<file path="src/assert_macros.svh">
// concurrent assertion helpers, clocked on clk_i and held off during reset
`ifndef ASSERT_MACROS_SVH
`define ASSERT_MACROS_SVH
`ifndef ASSERT_OFF
`define HRVW_ASSERT(lbl, prop, msg) \
  lbl: assert property (@(posedge clk_i) disable iff (!rst_ni) prop) else $error(msg);
`define HRVW_ASSERT_NEVER(lbl, expr, msg) \
  lbl: assert property (@(posedge clk_i) disable iff (!rst_ni) !(expr)) else $error(msg);
`else
`define HRVW_ASSERT(lbl, prop, msg)
`define HRVW_ASSERT_NEVER(lbl, expr, msg)
`endif
`endif

</file>
<file path="src/hrvw_pkg.sv">
package hrvw_pkg;

  localparam int unsigned IntervalW  = 16;
  localparam int unsigned RegW       = 16;
  localparam int unsigned RegIdxW    = 3;
  localparam int unsigned SdW        = 20;
  localparam int unsigned ClassW     = 2;
  // squared values carry 8 fraction bits, roots 4 (sixteenths)
  localparam int unsigned SqFracShift    = 8;
  localparam int unsigned SixteenthShift = 4;
  // q0.16 limit against sixteenths: 65536 / 16
  localparam int unsigned CovShift       = 12;
  localparam int unsigned QueueDepth = 2;
  localparam int unsigned QPtrW      = $clog2(QueueDepth);
  localparam int unsigned QCntW      = $clog2(QueueDepth + 1);

  typedef enum logic [RegIdxW-1:0] {
    REG_MIN_INTERVAL  = 3'd0,
    REG_MAX_INTERVAL  = 3'd1,
    REG_FAST_MEAN     = 3'd2,
    REG_SLOW_MEAN     = 3'd3,
    REG_VARIATION     = 3'd4,
    REG_LOW_STRESS    = 3'd5,
    REG_MODERATE_STRESS = 3'd6,
    REG_HIGH_STRESS   = 3'd7
  } reg_idx_e;

  typedef enum logic [ClassW-1:0] {
    RHYTHM_NORMAL    = 2'd0,
    RHYTHM_TACHY     = 2'd1,
    RHYTHM_BRADY     = 2'd2,
    RHYTHM_IRREGULAR = 2'd3
  } rhythm_e;

  typedef enum logic [ClassW-1:0] {
    STRESS_LOW       = 2'd0,
    STRESS_MODERATE  = 2'd1,
    STRESS_HIGH      = 2'd2,
    STRESS_VERY_HIGH = 2'd3
  } stress_e;

  typedef enum logic {
    OP_DIV  = 1'b0,
    OP_SQRT = 1'b1
  } ds_op_e;

  typedef struct packed {
    logic [RegW-1:0] min_interval;
    logic [RegW-1:0] max_interval;
    logic [RegW-1:0] fast_mean_limit;
    logic [RegW-1:0] slow_mean_limit;
    logic [RegW-1:0] variation_limit;
    logic [RegW-1:0] low_stress_sdnn;
    logic [RegW-1:0] moderate_stress_sdnn;
    logic [RegW-1:0] high_stress_sdnn;
  } cfg_regs_t;

  localparam cfg_regs_t CfgReset = '{
    min_interval:         16'd250,
    max_interval:         16'd2000,
    fast_mean_limit:      16'd500,
    slow_mean_limit:      16'd1200,
    variation_limit:      16'd11796,
    low_stress_sdnn:      16'd50,
    moderate_stress_sdnn: 16'd30,
    high_stress_sdnn:     16'd20
  };

  typedef struct packed {
    logic [IntervalW-1:0] interval_ms;
  } in_item_t;

  typedef struct packed {
    logic              accepted;
    logic              valid_res;
    logic [SdW-1:0]    sdnn_sixteenths;
    logic [SdW-1:0]    rmssd_sixteenths;
    logic [ClassW-1:0] rhythm_class;
    logic [ClassW-1:0] stress_class;
  } out_item_t;

  typedef struct packed {
    logic [IntervalW-1:0] interval_ms;
    logic                 accepted;
  } queue_item_t;

endpackage

</file>
<file path="src/hrvw_stream_if.sv">
interface hrvw_stream_if #(
  parameter type item_t = logic
);
  logic  valid;
  logic  ready;
  item_t data;

  modport source (output valid, output data, input ready);
  modport sink   (input valid, input data, output ready);
endinterface

</file>
<file path="src/hrvw_front.sv">
module hrvw_front (
  input  logic                        clk_i,
  input  logic                        rst_ni,
  input  logic                        cfg_we_i,
  input  logic [hrvw_pkg::RegIdxW-1:0] cfg_idx_i,
  input  logic [hrvw_pkg::RegW-1:0]   cfg_data_i,
  hrvw_stream_if.sink                 in_if,
  output logic                        push_valid_o,
  input  logic                        push_ready_i,
  output hrvw_pkg::queue_item_t       push_item_o,
  output hrvw_pkg::cfg_regs_t         cfg_o
);
  import hrvw_pkg::*;

  cfg_regs_t cfg_q;

  always_ff @(posedge clk_i or negedge rst_ni) begin
    if (!rst_ni) begin
      cfg_q <= CfgReset;
    end else if (cfg_we_i) begin
      case (reg_idx_e'(cfg_idx_i))
        REG_MIN_INTERVAL:    cfg_q.min_interval         <= cfg_data_i;
        REG_MAX_INTERVAL:    cfg_q.max_interval         <= cfg_data_i;
        REG_FAST_MEAN:       cfg_q.fast_mean_limit      <= cfg_data_i;
        REG_SLOW_MEAN:       cfg_q.slow_mean_limit      <= cfg_data_i;
        REG_VARIATION:       cfg_q.variation_limit      <= cfg_data_i;
        REG_LOW_STRESS:      cfg_q.low_stress_sdnn      <= cfg_data_i;
        REG_MODERATE_STRESS: cfg_q.moderate_stress_sdnn <= cfg_data_i;
        REG_HIGH_STRESS:     cfg_q.high_stress_sdnn     <= cfg_data_i;
        default: ;
      endcase
    end
  end

  assign cfg_o        = cfg_q;
  assign in_if.ready  = push_ready_i;
  assign push_valid_o = in_if.valid;

  // range check decides whether the item enters the window
  assign push_item_o.interval_ms = in_if.data.interval_ms;
  assign push_item_o.accepted    = (in_if.data.interval_ms >= cfg_q.min_interval) &&
                                   (in_if.data.interval_ms <= cfg_q.max_interval);
endmodule

</file>
<file path="src/hrvw_queue.sv">
module hrvw_queue (
  input  logic                  clk_i,
  input  logic                  rst_ni,
  input  logic                  push_valid_i,
  output logic                  push_ready_o,
  input  hrvw_pkg::queue_item_t push_item_i,
  output logic                  pop_valid_o,
  input  logic                  pop_ready_i,
  output hrvw_pkg::queue_item_t pop_item_o
);
  import hrvw_pkg::*;

  queue_item_t      slot_q [QueueDepth];
  logic [QPtrW-1:0] wr_ptr_q;
  logic [QPtrW-1:0] rd_ptr_q;
  logic [QCntW-1:0] cnt_q;
  logic             push;
  logic             pop;

  assign push_ready_o = (cnt_q != QCntW'(QueueDepth));
  assign pop_valid_o  = (cnt_q != '0);
  assign push         = push_valid_i && push_ready_o;
  assign pop          = pop_valid_o && pop_ready_i;
  assign pop_item_o   = slot_q[rd_ptr_q];

  always_ff @(posedge clk_i) begin
    if (push) begin
      slot_q[wr_ptr_q] <= push_item_i;
    end
  end

  always_ff @(posedge clk_i or negedge rst_ni) begin
    if (!rst_ni) begin
      wr_ptr_q <= '0;
      rd_ptr_q <= '0;
      cnt_q    <= '0;
    end else begin
      if (push) wr_ptr_q <= wr_ptr_q + 1'b1;
      if (pop)  rd_ptr_q <= rd_ptr_q + 1'b1;
      if (push && !pop) begin
        cnt_q <= cnt_q + 1'b1;
      end else if (pop && !push) begin
        cnt_q <= cnt_q - 1'b1;
      end
    end
  end
endmodule

</file>
<file path="src/hrvw_divsqrt.sv">
module hrvw_divsqrt #(
  parameter int unsigned DvW = 52,
  parameter int unsigned DsW = 12
) (
  input  logic                   clk_i,
  input  logic                   rst_ni,
  input  logic                   start_i,
  input  hrvw_pkg::ds_op_e       op_i,
  input  logic [DvW-1:0]         a_i,
  input  logic [DsW-1:0]         b_i,
  output logic                   done_o,
  output logic [DvW-1:0]         quo_o,
  output logic [(DvW+1)/2-1:0]   root_o
);
  import hrvw_pkg::*;

  localparam int unsigned RtW  = (DvW + 1) / 2;
  localparam int unsigned RadW = 2 * RtW;
  localparam int unsigned CntW = $clog2(DvW + 1);

  logic            busy_q;
  logic            done_q;
  ds_op_e          op_q;
  logic [CntW-1:0] cnt_q;
  logic [DvW-1:0]  quo_q;
  logic [DsW-1:0]  rem_q;
  logic [DsW-1:0]  dsr_q;
  logic [RadW-1:0] rad_q;
  logic [RtW-1:0]  root_q;
  logic [RtW:0]    srem_q;

  logic [DsW:0]    div_sh;
  logic [DsW:0]    div_sub;
  logic            div_ge;
  logic [RtW+2:0]  sq_rem4;
  logic [RtW+2:0]  sq_trial;
  logic [RtW+2:0]  sq_sub;
  logic            sq_ge;

  // restoring division, one quotient bit per cycle
  assign div_sh  = {rem_q, quo_q[DvW-1]};
  assign div_ge  = div_sh >= {1'b0, dsr_q};
  assign div_sub = div_sh - {1'b0, dsr_q};

  // digit-by-digit root, two radicand bits per cycle
  assign sq_rem4  = {srem_q, rad_q[RadW-1 -: 2]};
  assign sq_trial = {(RtW+1)'(root_q), 2'b01};
  assign sq_ge    = sq_rem4 >= sq_trial;
  assign sq_sub   = sq_rem4 - sq_trial;

  always_ff @(posedge clk_i or negedge rst_ni) begin
    if (!rst_ni) begin
      busy_q <= 1'b0;
      done_q <= 1'b0;
      op_q   <= OP_DIV;
      cnt_q  <= '0;
      quo_q  <= '0;
      rem_q  <= '0;
      dsr_q  <= '0;
      rad_q  <= '0;
      root_q <= '0;
      srem_q <= '0;
    end else begin
      done_q <= 1'b0;
      if (start_i) begin
        busy_q <= 1'b1;
        op_q   <= op_i;
        if (op_i == OP_DIV) begin
          quo_q <= a_i;
          rem_q <= '0;
          dsr_q <= b_i;
          cnt_q <= CntW'(DvW);
        end else begin
          rad_q  <= RadW'(a_i);
          root_q <= '0;
          srem_q <= '0;
          cnt_q  <= CntW'(RtW);
        end
      end else if (busy_q) begin
        if (op_q == OP_DIV) begin
          rem_q <= div_ge ? div_sub[DsW-1:0] : div_sh[DsW-1:0];
          quo_q <= {quo_q[DvW-2:0], div_ge};
        end else begin
          srem_q <= sq_ge ? sq_sub[RtW:0] : sq_rem4[RtW:0];
          root_q <= {root_q[RtW-2:0], sq_ge};
          rad_q  <= {rad_q[RadW-3:0], 2'b00};
        end
        cnt_q <= cnt_q - 1'b1;
        if (cnt_q == CntW'(1)) begin
          busy_q <= 1'b0;
          done_q <= 1'b1;
        end
      end
    end
  end

  assign done_o = done_q;
  assign quo_o  = quo_q;
  assign root_o = root_q;
endmodule

</file>
<file path="src/hrvw_back.sv">
`include "assert_macros.svh"
module hrvw_back #(
  parameter int unsigned WINDOW_DEPTH  = 32,
  parameter int unsigned MIN_INTERVALS = 10
) (
  input  logic                  clk_i,
  input  logic                  rst_ni,
  input  logic                  pop_valid_i,
  output logic                  pop_ready_o,
  input  hrvw_pkg::queue_item_t pop_item_i,
  input  hrvw_pkg::cfg_regs_t   cfg_i,
  hrvw_stream_if.source         out_if
);
  import hrvw_pkg::*;

  localparam int unsigned CntW = $clog2(WINDOW_DEPTH + 1);
  localparam int unsigned PtrW = $clog2(WINDOW_DEPTH);
  localparam int unsigned SumW = IntervalW + CntW;
  localparam int unsigned SqW  = 2 * IntervalW + CntW;
  localparam int unsigned VarW = SqW + CntW;
  localparam int unsigned DvW  = VarW + SqFracShift;
  localparam int unsigned DsW  = 2 * CntW;
  localparam int unsigned RtW  = (DvW + 1) / 2;
  localparam int unsigned MulW = (SumW > SdW) ? SumW : SdW;
  localparam int unsigned PrdW = 2 * MulW;
  localparam int unsigned CmpW = PrdW + CovShift;

  typedef enum logic [4:0] {
    S_IDLE, S_RD_PREV, S_RD_OLD, S_RD_NXT, S_UPD_PREV, S_UPD_OLD, S_UPD_NXT,
    S_STAT, S_VAR, S_START_SD, S_SD_DIV, S_SD_SQRT, S_RM_DIV, S_RM_SQRT,
    S_CLS_FAST, S_CLS_SLOW, S_CLS_COV, S_CLS_END, S_DONE
  } state_e;

  function automatic logic [IntervalW-1:0] abs_diff(input logic [IntervalW-1:0] a,
                                                    input logic [IntervalW-1:0] b);
    abs_diff = (a >= b) ? (a - b) : (b - a);
  endfunction

  state_e               state_q;
  logic [IntervalW-1:0] win_mem [WINDOW_DEPTH];
  logic [IntervalW-1:0] rd_data_q;
  logic [PtrW-1:0]      rd_addr;
  logic [PtrW-1:0]      wp_prev;
  logic [PtrW-1:0]      wp_next;
  logic                 win_we;

  logic [PtrW-1:0]      wp_q;
  logic [CntW-1:0]      fill_q;
  logic [SumW-1:0]      sum_q;
  logic [SqW-1:0]       sq_q;
  logic [SqW-1:0]       dsq_q;
  logic [IntervalW-1:0] x_q;
  logic [IntervalW-1:0] prev_q;
  logic [IntervalW-1:0] old_q;
  logic [IntervalW-1:0] nxt_q;
  logic [VarW-1:0]      nsq_q;
  logic [VarW-1:0]      var_q;
  logic [RtW-1:0]       sd_q;
  logic [PrdW-1:0]      sdn_q;
  logic                 fast_q;
  logic                 slow_q;
  logic [PrdW-1:0]      mul_q;
  out_item_t            res_q;
  out_item_t            out_q;
  logic                 out_valid_q;

  logic [MulW-1:0]      mul_a;
  logic [MulW-1:0]      mul_b;
  logic [PrdW-1:0]      mul_p;
  logic [VarW-1:0]      nsq_p;
  logic                 full;
  logic                 valid_fill;
  logic [ClassW-1:0]    rhythm_c;
  logic [ClassW-1:0]    stress_c;

  logic                 ds_start;
  ds_op_e               ds_op;
  logic [DvW-1:0]       ds_a;
  logic [DsW-1:0]       ds_b;
  logic                 ds_done;
  logic [DvW-1:0]       ds_quo;
  logic [RtW-1:0]       ds_root;

  hrvw_divsqrt #(
    .DvW (DvW),
    .DsW (DsW)
  ) u_divsqrt (
    .clk_i   (clk_i),
    .rst_ni  (rst_ni),
    .start_i (ds_start),
    .op_i    (ds_op),
    .a_i     (ds_a),
    .b_i     (ds_b),
    .done_o  (ds_done),
    .quo_o   (ds_quo),
    .root_o  (ds_root)
  );

  assign full       = (fill_q == CntW'(WINDOW_DEPTH));
  assign valid_fill = (32'(fill_q) >= 32'(MIN_INTERVALS));
  assign wp_prev    = (wp_q == '0) ? PtrW'(WINDOW_DEPTH - 1) : wp_q - 1'b1;
  assign wp_next    = (wp_q == PtrW'(WINDOW_DEPTH - 1)) ? '0 : wp_q + 1'b1;
  assign win_we     = (state_q == S_UPD_NXT);
  assign mul_p      = mul_a * mul_b;
  assign nsq_p      = fill_q * sq_q;

  assign pop_ready_o  = (state_q == S_IDLE);
  assign out_if.valid = out_valid_q;
  assign out_if.data  = out_q;

  always_comb begin
    case (state_q)
      S_RD_PREV: rd_addr = wp_prev;
      S_RD_NXT:  rd_addr = wp_next;
      default:   rd_addr = wp_q;
    endcase
  end

  // shared multiplier, operands picked by step, product registered
  always_comb begin
    case (state_q)
      S_RD_OLD: begin
        mul_a = MulW'(x_q);
        mul_b = MulW'(x_q);
      end
      S_RD_NXT: begin
        mul_a = MulW'(abs_diff(x_q, prev_q));
        mul_b = MulW'(abs_diff(x_q, prev_q));
      end
      S_UPD_PREV: begin
        mul_a = MulW'(old_q);
        mul_b = MulW'(old_q);
      end
      S_UPD_OLD: begin
        mul_a = MulW'(abs_diff(nxt_q, old_q));
        mul_b = MulW'(abs_diff(nxt_q, old_q));
      end
      S_STAT: begin
        mul_a = MulW'(sum_q);
        mul_b = MulW'(sum_q);
      end
      S_VAR: begin
        mul_a = MulW'(fill_q);
        mul_b = MulW'(fill_q);
      end
      S_RM_SQRT: begin
        mul_a = MulW'(cfg_i.fast_mean_limit);
        mul_b = MulW'(fill_q);
      end
      S_CLS_FAST: begin
        mul_a = MulW'(cfg_i.slow_mean_limit);
        mul_b = MulW'(fill_q);
      end
      S_CLS_SLOW: begin
        mul_a = MulW'(sd_q[SdW-1:0]);
        mul_b = MulW'(fill_q);
      end
      S_CLS_COV: begin
        mul_a = MulW'(cfg_i.variation_limit);
        mul_b = MulW'(sum_q);
      end
      default: begin
        mul_a = '0;
        mul_b = '0;
      end
    endcase
  end

  always_comb begin
    ds_start = 1'b0;
    ds_op    = OP_DIV;
    ds_a     = '0;
    ds_b     = '0;
    case (state_q)
      S_START_SD: begin
        ds_start = 1'b1;
        ds_a     = {var_q, SqFracShift'(0)};
        ds_b     = mul_q[DsW-1:0];
      end
      S_SD_DIV, S_RM_DIV: begin
        ds_start = ds_done;
        ds_op    = OP_SQRT;
        ds_a     = ds_quo;
      end
      S_SD_SQRT: begin
        ds_start = ds_done;
        ds_a     = DvW'({dsq_q, SqFracShift'(0)});
        ds_b     = DsW'(fill_q) - DsW'(1);
      end
      default: ;
    endcase
  end

  always_comb begin
    if (sum_q == '0) begin
      rhythm_c = RHYTHM_NORMAL;
    end else if (fast_q) begin
      rhythm_c = RHYTHM_TACHY;
    end else if (slow_q) begin
      rhythm_c = RHYTHM_BRADY;
    end else if ((CmpW'(sdn_q) << CovShift) > CmpW'(mul_q)) begin
      rhythm_c = RHYTHM_IRREGULAR;
    end else begin
      rhythm_c = RHYTHM_NORMAL;
    end
    if (sd_q >= (RtW'(cfg_i.low_stress_sdnn) << SixteenthShift)) begin
      stress_c = STRESS_LOW;
    end else if (sd_q >= (RtW'(cfg_i.moderate_stress_sdnn) << SixteenthShift)) begin
      stress_c = STRESS_MODERATE;
    end else if (sd_q >= (RtW'(cfg_i.high_stress_sdnn) << SixteenthShift)) begin
      stress_c = STRESS_HIGH;
    end else begin
      stress_c = STRESS_VERY_HIGH;
    end
  end

  always_ff @(posedge clk_i) begin
    if (win_we) begin
      win_mem[wp_q] <= x_q;
    end
    rd_data_q <= win_mem[rd_addr];
  end

  always_ff @(posedge clk_i or negedge rst_ni) begin
    if (!rst_ni) begin
      state_q     <= S_IDLE;
      wp_q        <= '0;
      fill_q      <= '0;
      sum_q       <= '0;
      sq_q        <= '0;
      dsq_q       <= '0;
      x_q         <= '0;
      prev_q      <= '0;
      old_q       <= '0;
      nxt_q       <= '0;
      nsq_q       <= '0;
      var_q       <= '0;
      sd_q        <= '0;
      sdn_q       <= '0;
      fast_q      <= 1'b0;
      slow_q      <= 1'b0;
      mul_q       <= '0;
      res_q       <= '0;
      out_q       <= '0;
      out_valid_q <= 1'b0;
    end else begin
      mul_q <= mul_p;
      if ((state_q == S_DONE) && (!out_valid_q || out_if.ready)) begin
        out_valid_q <= 1'b1;
      end else if (out_if.ready) begin
        out_valid_q <= 1'b0;
      end
      case (state_q)
        S_IDLE: begin
          if (pop_valid_i) begin
            x_q     <= pop_item_i.interval_ms;
            res_q   <= '{accepted: pop_item_i.accepted, default: '0};
            state_q <= pop_item_i.accepted ? S_RD_PREV : S_STAT;
          end
        end
        S_RD_PREV: state_q <= S_RD_OLD;
        S_RD_OLD: begin
          prev_q  <= rd_data_q;
          state_q <= S_RD_NXT;
        end
        S_RD_NXT: begin
          old_q   <= rd_data_q;
          sq_q    <= sq_q + SqW'(mul_q[2*IntervalW-1:0]);
          sum_q   <= sum_q + SumW'(x_q);
          state_q <= S_UPD_PREV;
        end
        S_UPD_PREV: begin
          nxt_q <= rd_data_q;
          if (fill_q != '0) begin
            dsq_q <= dsq_q + SqW'(mul_q[2*IntervalW-1:0]);
          end
          state_q <= S_UPD_OLD;
        end
        S_UPD_OLD: begin
          if (full) begin
            sq_q  <= sq_q - SqW'(mul_q[2*IntervalW-1:0]);
            sum_q <= sum_q - SumW'(old_q);
          end
          state_q <= S_UPD_NXT;
        end
        S_UPD_NXT: begin
          // oldest pair leaves the difference sum once the window wraps
          if (full) begin
            dsq_q <= dsq_q - SqW'(mul_q[2*IntervalW-1:0]);
          end else begin
            fill_q <= fill_q + 1'b1;
          end
          wp_q    <= wp_next;
          state_q <= S_STAT;
        end
        S_STAT: begin
          if (valid_fill) begin
            res_q.valid_res <= 1'b1;
            nsq_q           <= nsq_p;
            state_q         <= S_VAR;
          end else begin
            state_q <= S_DONE;
          end
        end
        S_VAR: begin
          var_q   <= nsq_q - mul_q[VarW-1:0];
          state_q <= S_START_SD;
        end
        S_START_SD: state_q <= S_SD_DIV;
        S_SD_DIV: begin
          if (ds_done) state_q <= S_SD_SQRT;
        end
        S_SD_SQRT: begin
          if (ds_done) begin
            sd_q                  <= ds_root;
            res_q.sdnn_sixteenths <= ds_root[SdW-1:0];
            state_q               <= S_RM_DIV;
          end
        end
        S_RM_DIV: begin
          if (ds_done) state_q <= S_RM_SQRT;
        end
        S_RM_SQRT: begin
          if (ds_done) begin
            res_q.rmssd_sixteenths <= ds_root[SdW-1:0];
            state_q                <= S_CLS_FAST;
          end
        end
        S_CLS_FAST: begin
          fast_q  <= PrdW'(sum_q) < mul_q;
          state_q <= S_CLS_SLOW;
        end
        S_CLS_SLOW: begin
          slow_q  <= PrdW'(sum_q) > mul_q;
          state_q <= S_CLS_COV;
        end
        S_CLS_COV: begin
          sdn_q   <= mul_q;
          state_q <= S_CLS_END;
        end
        S_CLS_END: begin
          res_q.rhythm_class <= rhythm_c;
          res_q.stress_class <= stress_c;
          state_q            <= S_DONE;
        end
        S_DONE: begin
          if (!out_valid_q || out_if.ready) begin
            out_q   <= res_q;
            state_q <= S_IDLE;
          end
        end
        default: state_q <= S_IDLE;
      endcase
    end
  end

  `HRVW_ASSERT(a_fill_bound, 32'(fill_q) <= WINDOW_DEPTH, "fill count beyond window depth")
  `HRVW_ASSERT(a_wp_tracks_fill, !full |-> (CntW'(wp_q) == fill_q), "write pointer off fill count")
  `HRVW_ASSERT(a_invalid_is_zero, (out_valid_q && !out_q.valid_res) |-> (out_q.sdnn_sixteenths == '0 && out_q.stress_class == '0), "stats set on an invalid result")
  `HRVW_ASSERT_NEVER(a_ds_done_idle, ds_done && (state_q == S_IDLE), "divider finished with no item in work")
endmodule

</file>
<file path="src/heart_rate_variability_window.sv">
// path: an accepted item updates the window sums; once the window is valid, SDNN and
//   RMSSD each take a divide and then a root on the shared bit-serial divide/root unit,
//   then the rhythm and stress classes follow; a dropped item skips the window update
// flow: one item in work at a time; the input queue holds two items meanwhile
// reset: rst_ni asynchronous, active low; registers to their reset values, sums and
//   counts to zero; window contents stay undefined, no clearing pass is needed
module heart_rate_variability_window #(
  parameter int unsigned WINDOW_DEPTH  = 32,
  parameter int unsigned MIN_INTERVALS = 10
) (
  input  logic                         clk_i,
  input  logic                         rst_ni,
  input  logic                         cfg_we_i,
  input  logic [hrvw_pkg::RegIdxW-1:0] cfg_idx_i,
  input  logic [hrvw_pkg::RegW-1:0]    cfg_data_i,
  hrvw_stream_if.sink                  in_if,
  hrvw_stream_if.source                out_if
);
  import hrvw_pkg::*;

  logic        push_valid;
  logic        push_ready;
  queue_item_t push_item;
  logic        pop_valid;
  logic        pop_ready;
  queue_item_t pop_item;
  cfg_regs_t   cfg;

  hrvw_front u_front (
    .clk_i        (clk_i),
    .rst_ni       (rst_ni),
    .cfg_we_i     (cfg_we_i),
    .cfg_idx_i    (cfg_idx_i),
    .cfg_data_i   (cfg_data_i),
    .in_if        (in_if),
    .push_valid_o (push_valid),
    .push_ready_i (push_ready),
    .push_item_o  (push_item),
    .cfg_o        (cfg)
  );

  hrvw_queue u_queue (
    .clk_i        (clk_i),
    .rst_ni       (rst_ni),
    .push_valid_i (push_valid),
    .push_ready_o (push_ready),
    .push_item_i  (push_item),
    .pop_valid_o  (pop_valid),
    .pop_ready_i  (pop_ready),
    .pop_item_o   (pop_item)
  );

  hrvw_back #(
    .WINDOW_DEPTH  (WINDOW_DEPTH),
    .MIN_INTERVALS (MIN_INTERVALS)
  ) u_back (
    .clk_i       (clk_i),
    .rst_ni      (rst_ni),
    .pop_valid_i (pop_valid),
    .pop_ready_o (pop_ready),
    .pop_item_i  (pop_item),
    .cfg_i       (cfg),
    .out_if      (out_if)
  );
endmodule

</file>
<file path="src/flat_wrapper.sv">
// flat-port wrapper written by rule: the top's interface ports become plain ports
module heart_rate_variability_window_flat import hrvw_pkg::*;
#(
  parameter int unsigned WINDOW_DEPTH  = 32,
  parameter int unsigned MIN_INTERVALS = 10
)
  (clk_i, rst_ni, cfg_we_i, cfg_idx_i, cfg_data_i, in_if_valid, in_if_data, in_if_ready, out_if_valid, out_if_data, out_if_ready);
  hrvw_stream_if #(.item_t(in_item_t)) in_if_i ();
  hrvw_stream_if #(.item_t(out_item_t)) out_if_i ();
  input  logic clk_i;
  input  logic rst_ni;
  input  logic cfg_we_i;
  input  logic [hrvw_pkg::RegIdxW-1:0] cfg_idx_i;
  input  logic [hrvw_pkg::RegW-1:0] cfg_data_i;
  input wire logic [$bits(in_if_i.valid)-1:0] in_if_valid;
  input wire logic [$bits(in_if_i.data)-1:0] in_if_data;
  output wire logic [$bits(in_if_i.ready)-1:0] in_if_ready;
  output wire logic [$bits(out_if_i.valid)-1:0] out_if_valid;
  output wire logic [$bits(out_if_i.data)-1:0] out_if_data;
  input wire logic [$bits(out_if_i.ready)-1:0] out_if_ready;
  assign in_if_i.valid = in_if_valid;
  assign in_if_i.data = in_if_data;
  assign in_if_ready = in_if_i.ready;
  assign out_if_valid = out_if_i.valid;
  assign out_if_data = out_if_i.data;
  assign out_if_i.ready = out_if_ready;
  heart_rate_variability_window #(.WINDOW_DEPTH(WINDOW_DEPTH), .MIN_INTERVALS(MIN_INTERVALS)) u_core (.clk_i(clk_i), .rst_ni(rst_ni), .cfg_we_i(cfg_we_i), .cfg_idx_i(cfg_idx_i), .cfg_data_i(cfg_data_i), .in_if(in_if_i), .out_if(out_if_i));
endmodule
</file>
<file path="config.mk">
export PLATFORM = sky130hd
export DESIGN_NAME = heart_rate_variability_window_flat
export DESIGN_NICKNAME = d
export VERILOG_FILES = /design/src/hrvw_pkg.sv /design/src/hrvw_stream_if.sv /design/src/hrvw_front.sv /design/src/hrvw_queue.sv /design/src/hrvw_divsqrt.sv /design/src/hrvw_back.sv /design/src/heart_rate_variability_window.sv /design/src/flat_wrapper.sv
export VERILOG_INCLUDE_DIRS = /design/src /design/src/src
export SDC_FILE = /design/constraint.sdc
export NUM_CORES = 2
export LEC_CHECK = 0
export BUFFER_PORTS_ARGS = -buffer_cell sky130_fd_sc_hd__buf_2
export CORE_MARGIN = 2
export CORE_UTILIZATION = 48
export DETAILED_ROUTE_END_ITERATION = 12
export GPL_TIMING_DRIVEN = 0
export HOLD_SLACK_MARGIN = 0.06
export SYNTH_ARGS = -nofsm -noshare
export SYNTH_HDL_FRONTEND = slang
export SYNTH_SLANG_ARGS = --single-unit
</file>
<file path="constraint.sdc">
create_clock -name clk_i -period 31.8 [get_ports clk_i]
set_clock_uncertainty 0.1 [all_clocks]
set_input_delay 6.36 -clock clk_i [delete_from_list [all_inputs] [get_ports clk_i]]
set_output_delay 6.36 -clock clk_i [all_outputs]
set_load 0.02 [all_outputs]
</file>
==> metrics.txt <==
part of the Yosys area used for sequential elements between 30 and 40%; maximum clock path buffer count 3; Core Footprint around 190000 um^2; reg2reg setup slack 18.37 ns; endpoint of the worst hold-timing path u_core.u_back.u_divsqrt.rad_q[35]$_DFFE_PN0P_; number of storage elements in the synthesis netlist between 1000 and 1500; Post-CTS Setup Bufs 0; initial core utilization between 40% and 50%; layout cells sized above 1 under 10%; origin of the critical flop-to-flop path u_core.u_back.x_q[9]$_DFFE_PN0P_; aggregate routed wire length between 300000 and 400000 um; number of distinct library cells after synthesis 95; Synth warnings 0; class of the most critical setup path reg2reg; required time of the critical path roughly 32 ns; depth of the most critical reg-to-reg path 42; RSZ-0062 raised after global routing false; hold depth 2; layout-stage area growth over the synthesis result 10.3%; source-to-sink clock delay at the later pin of the worst-skew pair around 0.9 ns; clk sink count about 1400; hold_sp u_core.u_back.u_divsqrt.rad_q[35]$_DFFE_PN0P_; Synth area leader sky130_fd_sc_hd__dfrtp_1; total of endpoints with negative setup slack in the final report 0; HPWL Detailed ~240000 um; clock tree root buffer cell sky130_fd_sc_hd__clkbuf_16; cell area after synthesis 92500 um^2; R2R Path End u_core.u_back.mul_q[43]$_DFF_PN0_; CTS tree yes; CTS Buf Count approximately 150; startpoint type of the worst setup path flop; routed via count approximately 75000; sum of overflow across all layers after global routing 0; number of nets in the synthesized netlist between 10000 and 15000; kind of capture point of the worst setup path flop; Post-synth EDFFs 546; final critical-path required period between 10 and 15 ns; mean post-synth cell area slightly below 10 um^2; fraction of synthesized cell area taken by the top area cell type between 20% and 30%; fraction of registers with async set or reset after synthesis between 50% and 60%; area of the multi-input gates 50400 um^2; Die Ht about 440 um; maximum number of pins on one net before global-route repair roughly 120; H-tree lvl count 4; row count between 150 and 200; Hold Crit Class reg2reg; DRC Markers 0; cell types with the largest area share after synthesis sky130_fd_sc_hd__dfrtp_1, sky130_fd_sc_hd__edfxtp_1, sky130_fd_sc_hd__fa_1, sky130_fd_sc_hd__ha_1, sky130_fd_sc_hd__nand2_1; post-layout net count about 11000; routability congestion estimate 0.992; Crit Path Max Fanout 34; number of buffers added on ports 83; Pre-antenna DRT Iters 13; antenna violations before repair 11; status finished, violations left; cell type of the slowest stage on the worst timing path sky130_fd_sc_hd__dfrtp_2; FF+latch area 36700 um^2; routed wirelength normalized by instance count 25.4 um; final hold violations 0; Mapped Cells 9616; first-pass GRT wire length between 400000 and 500000 um; Chip Width 443 um; number of hold buffers added after CTS 0; Largest stage delay, worst path between 0.9 and 1 ns; max_cap viols 1; violated checks capacitance limit; max_slew headroom less than 1%; area enclosed by the die boundary 196000 um^2; final-layout setup total negative slack 0 ns; global router's overall resource usage 32.4%; Max Clk Rate 0.0745 GHz; Worst-path clk slew 0.06 ns; number of DRC violations after detailed-routing iteration 0 approximately 8100; filler cell count in the final layout 17500; flip-flop cell with the highest count after synthesis sky130_fd_sc_hd__dfrtp_1; boundary pin count 88; Worst Max-Slew Pin Slew around 1.5 ns; number of global-route vias before repair 73600; WP data arrival between 10 and 15 ns; post-detailed-route count of antenna-violating nets 0; Period Utilization, post-route 42.2%; average vias per placed instance about 6.0; post-cts resize count 0; total count of max-transition violations in the final report 0
## how the worst max path moves through the flow
stage | startpoint | to | slack (ns) | cells past startpoint
final | u_core.u_back.x_q[9]$_DFFE_PN0P_ | u_core.u_back.mul_q[43]$_DFF_PN0_ | 18.37 | 42
after global routing | u_core.u_back.x_q[9]$_DFFE_PN0P_ | u_core.u_back.mul_q[43]$_DFF_PN0_ | 17.77 | 42
after CTS | u_core.u_back.x_q[9]$_DFFE_PN0P_ | u_core.u_back.mul_q[43]$_DFF_PN0_ | 18.55 | 42
after detailed placement | u_core.u_back.x_q[9]$_DFFE_PN0P_ | u_core.u_back.mul_q[43]$_DFF_PN0_ | 18.64 | 42
after global placement | rst_ni | u_core.u_back.out_if.data[19]$_DFFE_PN0P_ | 6.13 | 1
after floorplan | u_core.u_back.x_q[0]$_DFFE_PN0P_ | u_core.u_back.mul_q[43]$_DFF_PN0_ | 21.37 | 43
## kinds of logic (layout without fill, tap and decap cells)
logic type	count (synthesis)	count (layout)	share of synthesized area, %
AND/OR/NAND/NOR	3063	3063	14.4
AO/OA/AOI/OAI	2068	2068	14.2
buffers and inverters	1423	1816	5.91
flip-flops	1359	1359	39.7
adder cells (fa/ha/maj)	1151	1151	20.0
XOR/XNOR	342	342	3.24
multiplexers	210	210	2.49
other	0	7	0
## per-layer routing
metal  vias to the layer above  wire, um  GRT usage, %
met1                     37600    141000          47.2
met5                         -       129         0.317
met4                         8     13500          12.9
met2                      3044    136000          47.5
met3                       534     26900          6.13
li1                      33400         -             -
## layout make-up
cell class                 count  area share, %
inverter                     935           3.44
buffer                       488           1.92
multi-input combinational   6834           49.4
timing repair buffer         115          0.980
clock buffer                 211           4.16
sequential                  1359           36.0
antenna                        7         0.0172
tap                         2526           3.10
clock inverter                67          0.969
## cell usage after synthesis, drive strengths merged (224+ instances only)
cell type	count
nand2	1799
ha	600
inv	935
a21o	224
edfxtp	546
o21ai	707
nor2	447
dfrtp	760
xnor2	236
fa	551
a21oi	432
clkbuf	372
## through the flow
step	worst slack (ns)	area (um^2)	hold WS [ns]	utilization, %	instances
6_report	18.37	102000	0.374	53.1	12500
5_1_grt	17.77	102000	0.407	53.1	12500
4_1_cts	18.55	102000	0.379	53.1	12500
3_5_place_dp	18.64	96700	0.366	50.4	12300
3_3_place_gp	6.13	96100	0.358	50.0	12200
2_1_floorplan	21.37	92500	0.342	-	9616
## registers in the layout (all words and copies together), names as in the netlist, 22 cells and up
| register | count |
|---|---|
| u_core.u_back.mul_q | 44 |
| u_core.u_back.win_mem | 512 |
| u_core.u_back.sdn_q | 44 |
| u_core.u_queue.slot_q | 34 |
| u_core.u_back.dsq_q | 38 |
| u_core.u_back.out_if.data | 46 |
| u_core.u_back.sd_q | 26 |
| u_core.u_back.u_divsqrt.rad_q | 52 |
| u_core.u_front.cfg_o | 128 |
| u_core.u_back.var_q | 44 |
| u_core.u_back.res_q | 46 |
| u_core.u_back.u_divsqrt.root_o | 26 |
| u_core.u_back.u_divsqrt.quo_o | 52 |
| u_core.u_back.u_divsqrt.srem_q | 27 |
| u_core.u_back.sum_q | 22 |
| u_core.u_back.sq_q | 38 |
| u_core.u_back.nsq_q | 44 |
## worst max-delay path, delay by kind of cell (launching register included)
family | cells | cell delay [ns]
AO/OA/AOI/OAI | 18 | 5.01
adder cells (fa/ha/maj) | 9 | 4.31
flip-flops | 1 | 0.94
buffers and inverters | 12 | 2.33
XOR/XNOR | 1 | 0.16
AND/OR/NAND/NOR | 1 | 0.23
multiplexers | 1 | 0.18
## cells in the final DEF, fill, tap and decap left out, drive strengths merged, types with 64 or more instances in the layout
| master | Yosys | layout |
|---|---|---|
| buf | 116 | 230 |
| a21oi | 432 | 432 |
| clkbuf | 372 | 584 |
| nand4 | 72 | 72 |
| o21ai | 707 | 707 |
| nand2b | 64 | 64 |
| edfxtp | 546 | 546 |
| and3 | 126 | 126 |
| nand3 | 220 | 220 |
| inv | 935 | 938 |
| a211oi | 67 | 67 |
| nor3 | 69 | 69 |
| a31oi | 96 | 96 |
| a21o | 224 | 224 |
| xor2 | 106 | 106 |
| and2 | 83 | 83 |
| nor2 | 447 | 447 |
| a311oi | 105 | 105 |
| xnor2 | 236 | 236 |
| mux2 | 159 | 159 |
| dfrtp | 760 | 760 |
| nand2 | 1799 | 1799 |
| ha | 600 | 600 |
| fa | 551 | 551 |
Power is left out: the tool's default activity adds up to more than one toggle a clock period on the data nets, which glitch-free logic cannot reach.
